### config.mk
export PLATFORM = sky130hd
export DESIGN_NAME = tga_image_stream_decoder
export DESIGN_NICKNAME = d
export VERILOG_FILES = /design/src/rtl/tga_pkg.sv /design/src/rtl/tga_image_stream_decoder.sv /design/src/rtl/tga_parser.sv /design/src/rtl/tga_queue.sv
export SDC_FILE = /design/constraint.sdc
export NUM_CORES = 2
export LEC_CHECK = 0
export ABC_AREA = 1
export BUFFER_PORTS_ARGS = -buffer_cell sky130_fd_sc_hd__buf_2
export CAP_MARGIN = 20
export CORE_MARGIN = 4
export CORE_UTILIZATION = 59
export DETAILED_ROUTE_END_ITERATION = 7
export PLACE_DENSITY = 0.76
export SYNTH_ARGS = -nofsm -noshare
export SYNTH_HDL_FRONTEND = slang
export SYNTH_SLANG_ARGS = --single-unit
### constraint.sdc
create_clock -name clk -period 10.9 [get_ports clk]
set_input_delay 1.635 -clock clk [delete_from_list [all_inputs] [get_ports clk]]
set_output_delay 1.635 -clock clk [all_outputs]
set_load 0.02 [all_outputs]
### src/rtl/tga_pkg.sv
`default_nettype none
// ----------------------------------------------------------------------------
// tga_pkg: shared types and constants for the Targa stream decoder
// Result kinds, error codes, parser phases and the result record.
// ----------------------------------------------------------------------------
package tga_pkg;

	localparam logic [1:0] KIND_HEADER = 2'd0;
	localparam logic [1:0] KIND_PIXEL  = 2'd1;
	localparam logic [1:0] KIND_ERROR  = 2'd2;

	localparam logic [1:0] ERR_TYPE  = 2'd0;
	localparam logic [1:0] ERR_DEPTH = 2'd1;
	localparam logic [1:0] ERR_MAP   = 2'd2;
	localparam logic [1:0] ERR_TRUNC = 2'd3;

	localparam logic [19:0] SKIP_MAX   = 20'hFFFFF;
	localparam int          QUEUE_DEPTH = 2;

	typedef enum logic [2:0] {
		PH_IDLE   = 3'd0,
		PH_HEADER = 3'd1,
		PH_SKIP   = 3'd2,
		PH_PACKET = 3'd3,
		PH_PIXEL  = 3'd4,
		PH_CALC   = 3'd5
	} phase_t;

	typedef struct packed {
		logic [1:0]  kind;
		logic [15:0] width;
		logic [15:0] height;
		logic [7:0]  red;
		logic [7:0]  green;
		logic [7:0]  blue;
		logic [7:0]  alpha;
		logic [7:0]  run;
		logic        done;
		logic [1:0]  err;
	} result_t;

endpackage
`default_nettype wire

### src/rtl/tga_image_stream_decoder.sv
`default_nettype none
// ----------------------------------------------------------------------------
// tga_image_stream_decoder: Targa byte stream to RGBA pixel runs
// Input beats carry one file byte with first/last marks; output beats carry
// a header report, one pixel colour with repeat count, or an error.
// Throughput: one byte per cycle while the queue has room, but none in the
// calc phase after the header's last byte (pixel count and skip length are
// formed there; in_ready is low). Each result enters the queue on the edge
// that accepts the byte causing it; the header report (or a truncation on
// the header's last byte) is issued from the calc phase instead.
// A two-entry queue sits between parser and output; in_ready drops when it
// is full, so a stalled receiver holds the input after two results. The
// calc phase also waits for a free queue slot.
// Reset clears the parser to idle and empties the queue; bytes arriving
// while idle without first_byte are dropped silently.
// ----------------------------------------------------------------------------
module tga_image_stream_decoder (
	input  wire         clk,
	input  wire         arst_n,
	input  wire         in_valid,
	output logic        in_ready,
	input  wire  [7:0]  data_byte,
	input  wire         first_byte,
	input  wire         last_byte,
	output logic        out_valid,
	input  wire         out_ready,
	output logic [1:0]  result_kind,
	output logic [15:0] image_width,
	output logic [15:0] image_height,
	output logic [7:0]  red,
	output logic [7:0]  green,
	output logic [7:0]  blue,
	output logic [7:0]  alpha,
	output logic [7:0]  run_length,
	output logic        image_done,
	output logic [1:0]  error_code
);
	import tga_pkg::*;

	logic    room, res_valid;
	result_t res, q;

	tga_parser u_parser (
		.clk, .arst_n, .in_valid, .in_ready, .data_byte, .first_byte,
		.last_byte, .room, .res_valid, .res
	);

	tga_queue u_queue (
		.clk, .arst_n, .wr_valid(res_valid), .wr_data(res), .room,
		.rd_valid(out_valid), .rd_ready(out_ready), .rd_data(q)
	);

	assign result_kind = q.kind;
	assign image_width = q.width;
	assign image_height = q.height;
	assign red = q.red;
	assign green = q.green;
	assign blue = q.blue;
	assign alpha = q.alpha;
	assign run_length = q.run;
	assign image_done = q.done;
	assign error_code = q.err;

endmodule
`default_nettype wire

### src/rtl/tga_parser.sv
`default_nettype none
// ----------------------------------------------------------------------------
// tga_parser: byte parser front end
// Walks the header, skip region and packets; emits one result record per
// byte that produces one. After the header the calc phase forms the pixel
// count and skip length from two combinational multiplies and registers them.
// ----------------------------------------------------------------------------
module tga_parser (
	input  wire                  clk,
	input  wire                  arst_n,
	input  wire                  in_valid,
	output logic                 in_ready,
	input  wire  [7:0]           data_byte,
	input  wire                  first_byte,
	input  wire                  last_byte,
	input  wire                  room,
	output logic                 res_valid,
	output tga_pkg::result_t     res
);
	import tga_pkg::*;

	phase_t      phase_q, phase_d;
	logic [4:0]  hidx_q, hidx_d;
	logic [7:0]  idlen_q, idlen_d, maptype_q, maptype_d, imgtype_q, imgtype_d;
	logic [15:0] mapent_q, mapent_d, w_q, w_d, h_q, h_d;
	logic [7:0]  mapbits_q, mapbits_d, pbits_q, pbits_d;
	logic [19:0] skip_q, skip_d;
	logic [31:0] pix_q, pix_d;
	logic        isrun_q, isrun_d;
	logic [6:0]  raw_q, raw_d;
	logic [1:0]  bip_q, bip_d;
	logic [23:0] buf_q, buf_d;
	logic        last_q, last_d;

	logic        take;
	logic [31:0] area;
	logic [20:0] mapbytes;
	logic [21:0] skip_sum;
	logic [7:0]  bpe;
	logic        rle;
	logic [31:0] cnt;
	logic [7:0]  alpha_v;
	logic        px_done;
	logic        eff_first;

	assign rle = (imgtype_q == 8'd10);
	assign bpe = 8'((9'(mapbits_q) + 9'd7) >> 3);
	assign area = 32'(w_q) * 32'(h_q);
	// up to 32 bytes per map entry
	assign mapbytes = (maptype_q == 8'd1) ? 21'(mapent_q) * 21'(bpe) : 21'd0;
	assign skip_sum = 22'(idlen_q) + 22'(mapbytes);

	// calc phase owns the cycle; otherwise take a byte when a queue slot is free
	assign in_ready = room && (phase_q != PH_CALC);
	assign take = in_valid && in_ready;
	assign eff_first = first_byte;

	always_ff @(posedge clk or negedge arst_n) begin
		if (!arst_n) begin
			phase_q <= PH_IDLE;
			hidx_q <= '0; idlen_q <= '0; maptype_q <= '0; imgtype_q <= '0;
			mapent_q <= '0; mapbits_q <= '0; w_q <= '0; h_q <= '0;
			pbits_q <= '0; skip_q <= '0; pix_q <= '0; isrun_q <= 1'b0;
			raw_q <= '0; bip_q <= '0; buf_q <= '0; last_q <= 1'b0;
		end else begin
			phase_q <= phase_d;
			hidx_q <= hidx_d; idlen_q <= idlen_d; maptype_q <= maptype_d;
			imgtype_q <= imgtype_d; mapent_q <= mapent_d; mapbits_q <= mapbits_d;
			w_q <= w_d; h_q <= h_d; pbits_q <= pbits_d; skip_q <= skip_d;
			pix_q <= pix_d; isrun_q <= isrun_d; raw_q <= raw_d; bip_q <= bip_d;
			buf_q <= buf_d; last_q <= last_d;
		end
	end

	always_comb begin
		phase_t ph;
		phase_d = phase_q; hidx_d = hidx_q; idlen_d = idlen_q;
		maptype_d = maptype_q; imgtype_d = imgtype_q; mapent_d = mapent_q;
		mapbits_d = mapbits_q; w_d = w_q; h_d = h_q; pbits_d = pbits_q;
		skip_d = skip_q; pix_d = pix_q; isrun_d = isrun_q; raw_d = raw_q;
		bip_d = bip_q; buf_d = buf_q; last_d = last_q;
		res_valid = 1'b0;
		res = '0;
		cnt = '0;
		alpha_v = 8'd255;
		px_done = 1'b0;
		ph = phase_q;

		if (phase_q == PH_CALC && room) begin
			// header fully in and checks passed; waits here for a queue slot
			pix_d = area;
			skip_d = (skip_sum > 22'(SKIP_MAX)) ? SKIP_MAX : skip_sum[19:0];
			res_valid = 1'b1;
			res.kind = KIND_HEADER;
			res.width = w_q;
			res.height = h_q;
			res.done = (area == 32'd0);
			bip_d = '0; raw_d = '0; isrun_d = 1'b0; buf_d = '0;
			if (area == 32'd0)
				ph = PH_IDLE;
			else if (skip_sum != 22'd0)
				ph = PH_SKIP;
			else
				ph = rle ? PH_PACKET : PH_PIXEL;
			if (last_q && ph != PH_IDLE) begin
				res.kind = KIND_ERROR; res.width = '0; res.height = '0;
				res.done = 1'b0; res.err = ERR_TRUNC;
				ph = PH_IDLE;
			end
			phase_d = ph;
		end else if (take) begin
			if (eff_first) begin
				ph = PH_HEADER;
				hidx_d = '0; idlen_d = '0; maptype_d = '0; imgtype_d = '0;
				mapent_d = '0; mapbits_d = '0; w_d = '0; h_d = '0; pbits_d = '0;
				skip_d = '0; pix_d = '0; isrun_d = 1'b0; raw_d = '0;
				bip_d = '0; buf_d = '0;
			end
			last_d = last_byte;
			case (ph)
				PH_HEADER: begin
					case (eff_first ? 5'd0 : hidx_q)
						5'd0:  idlen_d = data_byte;
						5'd1:  maptype_d = data_byte;
						5'd2:  imgtype_d = data_byte;
						5'd5:  mapent_d[7:0] = data_byte;
						5'd6:  mapent_d[15:8] = data_byte;
						5'd7:  mapbits_d = data_byte;
						5'd12: w_d[7:0] = data_byte;
						5'd13: w_d[15:8] = data_byte;
						5'd14: h_d[7:0] = data_byte;
						5'd15: h_d[15:8] = data_byte;
						5'd16: pbits_d = data_byte;
						default: ;
					endcase
					if (!eff_first && hidx_q >= 5'd17) begin
						if (imgtype_q != 8'd2 && imgtype_q != 8'd10) begin
							res_valid = 1'b1; res.kind = KIND_ERROR; res.err = ERR_TYPE;
							ph = PH_IDLE;
						end else if (pbits_q != 8'd24 && pbits_q != 8'd32) begin
							res_valid = 1'b1; res.kind = KIND_ERROR; res.err = ERR_DEPTH;
							ph = PH_IDLE;
						end else if (maptype_q > 8'd1) begin
							res_valid = 1'b1; res.kind = KIND_ERROR; res.err = ERR_MAP;
							ph = PH_IDLE;
						end else begin
							ph = PH_CALC;
						end
					end else begin
						hidx_d = (eff_first ? 5'd0 : hidx_q) + 5'd1;
					end
				end
				PH_SKIP: begin
					skip_d = skip_q - 20'd1;
					if (skip_q == 20'd1) begin
						bip_d = '0; raw_d = '0; isrun_d = 1'b0; buf_d = '0;
						ph = rle ? PH_PACKET : PH_PIXEL;
					end
				end
				PH_PACKET: begin
					isrun_d = data_byte[7];
					raw_d = data_byte[6:0];
					bip_d = '0;
					ph = PH_PIXEL;
				end
				PH_PIXEL: begin
					if (bip_q < 2'd3) begin
						buf_d = (bip_q == 2'd0) ? {16'd0, data_byte}
							: (bip_q == 2'd1) ? {buf_q[23:16], data_byte, buf_q[7:0]}
							: {data_byte, buf_q[15:0]};
						bip_d = bip_q + 2'd1;
						px_done = (bip_q == 2'd2) && (pbits_q != 8'd32);
					end else begin
						alpha_v = data_byte;
						px_done = 1'b1;
					end
					if (px_done) begin
						bip_d = '0;
						cnt = (rle && isrun_q) ? 32'(raw_q) + 32'd1 : 32'd1;
						if (cnt > pix_q) cnt = pix_q;
						pix_d = pix_q - cnt;
						res_valid = 1'b1;
						res.kind = KIND_PIXEL;
						res.red = buf_d[23:16];
						res.green = buf_d[15:8];
						res.blue = buf_d[7:0];
						res.alpha = alpha_v;
						res.run = cnt[7:0];
						res.done = (pix_d == 32'd0);
						if (pix_d == 32'd0)
							ph = PH_IDLE;
						else if (rle) begin
							if (isrun_q || raw_q == 7'd0)
								ph = PH_PACKET;
							else
								raw_d = raw_q - 7'd1;
						end
					end
				end
				default: ;
			endcase
			// truncation; PH_CALC defers the check to its own cycle
			if (last_byte && ph != PH_IDLE && ph != PH_CALC) begin
				res_valid = 1'b1;
				res = '0;
				res.kind = KIND_ERROR;
				res.err = ERR_TRUNC;
				ph = PH_IDLE;
			end
			phase_d = ph;
		end
	end

	a_no_take_in_calc: assert property (@(posedge clk) disable iff (!arst_n)
		!(phase_q == PH_CALC && take))
		else $error("byte taken during calc cycle");
	a_res_has_room: assert property (@(posedge clk) disable iff (!arst_n)
		!(res_valid && !room))
		else $error("result issued with queue full");
	a_skip_nonzero: assert property (@(posedge clk) disable iff (!arst_n)
		!(phase_q == PH_SKIP && skip_q == 20'd0))
		else $error("skip phase with zero count");

endmodule
`default_nettype wire

### src/rtl/tga_queue.sv
`default_nettype none
// ----------------------------------------------------------------------------
// tga_queue: short result queue between parser and output port
// Two-entry FIFO; room is the not-full flag decoded from the registered count.
// ----------------------------------------------------------------------------
module tga_queue (
	input  wire                  clk,
	input  wire                  arst_n,
	input  wire                  wr_valid,
	input  tga_pkg::result_t     wr_data,
	output logic                 room,
	output logic                 rd_valid,
	input  wire                  rd_ready,
	output tga_pkg::result_t     rd_data
);
	import tga_pkg::*;

	result_t    mem_q [QUEUE_DEPTH];
	logic       wp_q, rp_q;
	logic [1:0] cnt_q;
	logic       wr, rd;

	assign room = (cnt_q != 2'(QUEUE_DEPTH));
	assign rd_valid = (cnt_q != 2'd0);
	assign rd_data = mem_q[rp_q];
	assign wr = wr_valid && room;
	assign rd = rd_valid && rd_ready;

	always_ff @(posedge clk) begin
		if (wr)
			mem_q[wp_q] <= wr_data;
	end

	always_ff @(posedge clk or negedge arst_n) begin
		if (!arst_n) begin
			wp_q <= 1'b0; rp_q <= 1'b0; cnt_q <= '0;
		end else begin
			if (wr) wp_q <= ~wp_q;
			if (rd) rp_q <= ~rp_q;
			cnt_q <= cnt_q + 2'(wr) - 2'(rd);
		end
	end

	a_count_bound: assert property (@(posedge clk) disable iff (!arst_n)
		cnt_q <= 2'(QUEUE_DEPTH))
		else $error("queue overflow");
	a_no_write_full: assert property (@(posedge clk) disable iff (!arst_n)
		!(wr_valid && !room))
		else $error("write offered while queue full");
	a_head_known: assert property (@(posedge clk) disable iff (!arst_n)
		rd_valid |-> !$isunknown(rd_data))
		else $error("queue head unknown while valid");

endmodule
`default_nettype wire

==> impl_metrics.json <==
{
  "start_util_pct": 60.01,
  "rrSetupSlack_ns": 2.97,
  "syn_avg_cell_area_sq_um": 7.590,
  "powerDensity_nw_per_um2": 161.7,
  "gp_congestion": 0.9433,
  "seq_area_frac_synth_pct": 29.27,
  "grt_overflow": 0,
  "clock_skew_ns": 0.02187,
  "drv_cap": 0,
  "post-route-drc-count": 0,
  "max_freq_mhz": 126.1,
  "ys_warn_count": 0,
  "diodes": 0,
  "power_leakage_nw": 17.77,
  "arrival_ns": 8.13,
  "ys_ff_latch": 341,
  "coreArea_sq_um": 52970,
  "hp-start": "u_queue.wp_q",
  "synth_nets": 4627,
  "rows": 84,
  "grt_usage_pct": 28.79,
  "synthFlopType": "dfrtp_1",
  "syn2layout_area_growth_pct": 6.657,
  "grt_pass1_vias": 26200,
  "tns_ns": 0,
  "drt_iter0_markers": 2707,
  "synth_edf_count": 154,
  "synth_area_sq_um": 31790,
  "cts_buffers": 38,
  "cellInternalPower_w": 0.003039,
  "antenna_left": 0,
  "reg2regPathDepth": 40,
  "critPathKind": "flop to flop",
  "vdd_drop_max_uv": 165.6,
  "crit_path_start_kind": "flop",
  "grt_pass1_wl_microns": 134500,
  "swShare_pct": 44.57,
  "cpMaxStageDelayCell": "buf_4",
  "setup_viol": 0,
  "drive_gt1_share_pct": 5.941,
  "relSlewSlack_pct": 26.26,
  "endpoint_kind": "flop",
  "die_y_microns": 240.1,
  "clock_latency_ns": 0.57,
  "rsz0062_at_grt": "no",
  "wire_per_inst_microns": 16.90,
  "postPlaceCellArea_sq_um": 32600,
  "layout_common_cells": "1,001 x nand2_1, 937 x inv_1, 369 x nor2_1, 252 x fa_1, 186 x dfrtp_1",
  "fin_area_sq_um": 33900,
  "hold_depth": 2,
  "post_cts_resized": 0,
  "wl_microns": 82720,
  "layout_commonest_cell": "nand2_1",
  "fin_crit_ns": 7.927,
  "cts_hold_buf": 0,
  "firstDrtPassIters": 5,
  "crit_path_frequent_cell": "nand2_1",
  "htreeDepth": 2,
  "vias_per_cell": 5.522,
  "dp.final_hpwl_microns": 60240,
  "die_area_sq_um": 57650,
  "ys_async_sr_fraction_pct": 54.84,
  "syn-instance-count": 4188,
  "status": "finished clean",
  "max_slew.worst_pin.slew_ns": 1.106,
  "p_clk_share_pct": 24.0,
  "cts.clk_slew.worst_paths_ns": 0.06,
  "cts_tree": "built",
  "r2r_end": "u_queue.mem_q[0][41]",
  "max-clock-path-buffers": 3,
  "num-nets-final": 4617,
  "pin_count": 93,
  "pwr-share-seq_pct": 31.2,
  "worstPathRequired_ns": 11.10,
  "worstPathMaxFanout": 44,
  "synth.distinct_cells": 64,
  "rr_startpoint": "u_parser.imgtype_q[7]",
  "min_path_type": "flop to flop",
  "min_to": "u_queue.wp_q",
  "critPathMaxStageDelay_ns": 0.62,
  "p_sw_w": 0.002443,
  "die_x_microns": 240.1,
  "grt_max_degree": 78,
  "antenna_found_initial": 0,
  "clock-sinks": 341,
  "final_max_slew_viol_count": 0,
  "p_comb_share_pct": 44.8,
  "numPortBuffers": 92,
  "finalCritPeriodShare_pct": 72.73,
  "finalHoldViolCount": 0,
  "vias": 27040,
  "post_cts_buffers": 0,
  "cts_root_buf": "clkbuf_16"
}
how the worst max path moves through the flow:
stage	from	end	slack, ns	cells past startpoint
after floorplan	u_parser.imgtype_q[7]	u_queue.mem_q[1][0]	2.00	40
after global placement	u_parser.imgtype_q[7]	u_queue.mem_q[0][38]	3.29	40
after detailed placement	u_parser.imgtype_q[7]	u_queue.mem_q[0][39]	3.11	40
after CTS	u_parser.imgtype_q[7]	u_queue.mem_q[0][41]	3.06	40
after global routing	u_parser.imgtype_q[7]	u_queue.mem_q[0][36]	2.24	40
final	u_parser.imgtype_q[7]	u_queue.mem_q[0][41]	2.97	40
worst max-delay path, delay by kind of cell, from the launching register on:
kind,cells,cell delay [ns]
AND/OR/NAND/NOR,27,3.57
flip-flops,1,0.38
adder cells (fa/ha/maj),3,0.90
AO/OA/AOI/OAI,4,1.03
buffers and inverters,6,1.62
synthesized netlist by cell type (3+ instances only):
cell type     n  share of area [%]
a211oi_1      4              0.094
a21boi_0     15               0.35
a21o_1        3              0.071
a21oi_1     169                2.7
a31oi_1      21               0.41
and3_1        4              0.079
buf_1        11               0.13
buf_6         4               0.14
clkbuf_1    142                1.7
clkinv_1      4              0.047
dfrtp_1     187                 15
edfxtp_1    154                 15
fa_1        252                 16
ha_1        173                6.8
inv_1       939                 11
inv_2         7              0.083
nand2_1    1002                 12
nand2_2       8               0.16
nand2_4       4               0.14
nand3_1     122                1.9
nand3_2       4               0.13
nand3b_1     11               0.26
nand4_1      49               0.96
nor2_1      370                4.4
nor2_2        9               0.18
nor2_4       24               0.85
nor3_1       64                1.0
nor4_1       12               0.24
o211ai_1     39               0.92
o21ai_0     129                2.0
o21ai_1       4              0.063
o21bai_1      5               0.12
o221ai_1     22               0.61
o22ai_1     115                2.3
o311ai_0      5               0.14
o31ai_1       3              0.071
xnor2_1      18               0.50
xor2_1       44                1.2
cells by family after synthesis:
family | Yosys count | synth area share [%]
compound gates | 549 | 10.23
mux | 2 | 0.06298
xor+xnor | 63 | 1.795
flops | 341 | 29.27
simple gates | 1695 | 22.55
buf+inv | 1113 | 13.40
fa+ha+maj | 425 | 22.68
sequential cells by signal (all words and copies together) (netlist names), 2 cells and up:
register	count
u_queue.mem_q	154
u_parser.pix_q	32
u_parser.buf_q	24
u_parser.skip_q	20
u_parser.h_q	16
u_parser.mapent_q	16
u_parser.w_q	16
u_parser.idlen_q	8
u_parser.imgtype_q	8
u_parser.mapbits_q	8
u_parser.maptype_q	8
u_parser.pbits_q	8
u_parser.raw_q	7
u_parser.hidx_q	5
u_parser.phase_q	3
u_parser.bip_q	2
u_queue.cnt_q	2
metal layers:
metal  track usage (%)  routed length (microns)  vias up
met4             7.887                     2043        0
met5                 0                        0        -
li1                  -                        -    13010
met1             41.19                    36350    12790
met3             4.095                     6638      157
met2             46.48                    37690     1078
per-stage QoR:
step                total power, W  utilization (%)  setup WS (ns)  hold WS (ns)  cells
floorplan                 0.003466                -          1.999        0.4419   4188
global placement          0.004116            61.53          3.286        0.4682   4825
detailed placement        0.004144            61.53          3.106        0.4630   4825
CTS                       0.005466            63.95          3.056        0.4772   4895
global route              0.005839            64.00          2.239        0.5068   4896
finish                    0.005481            64.00          2.973        0.4797   4896
layout make-up:
class                           count  area (sq um)
Multi-Input combinational cell   2734         18240
Timing Repair Buffer              113         646.9
Inverter                          950          3567
Clock inverter                     18         193.9
Tap cell                          688         860.8
Sequential cell                   341          9305
Fill cell                        4656         19070
Clock buffer                       52          1085
power groups by stage:
stage | Combinational (W) | Clock (W) | Sequential (W)
4_1_cts | 0.00243 | 0.00133 | 0.00171
2_1_floorplan | 0.00176 | 0 | 0.00171
6_report | 0.00246 | 0.00131 | 0.00171
5_1_grt | 0.00272 | 0.00138 | 0.00173
3_5_place_dp | 0.00241 | 0 | 0.00173
3_3_place_gp | 0.00239 | 0 | 0.00173
(Power assumes the default switching activity.)
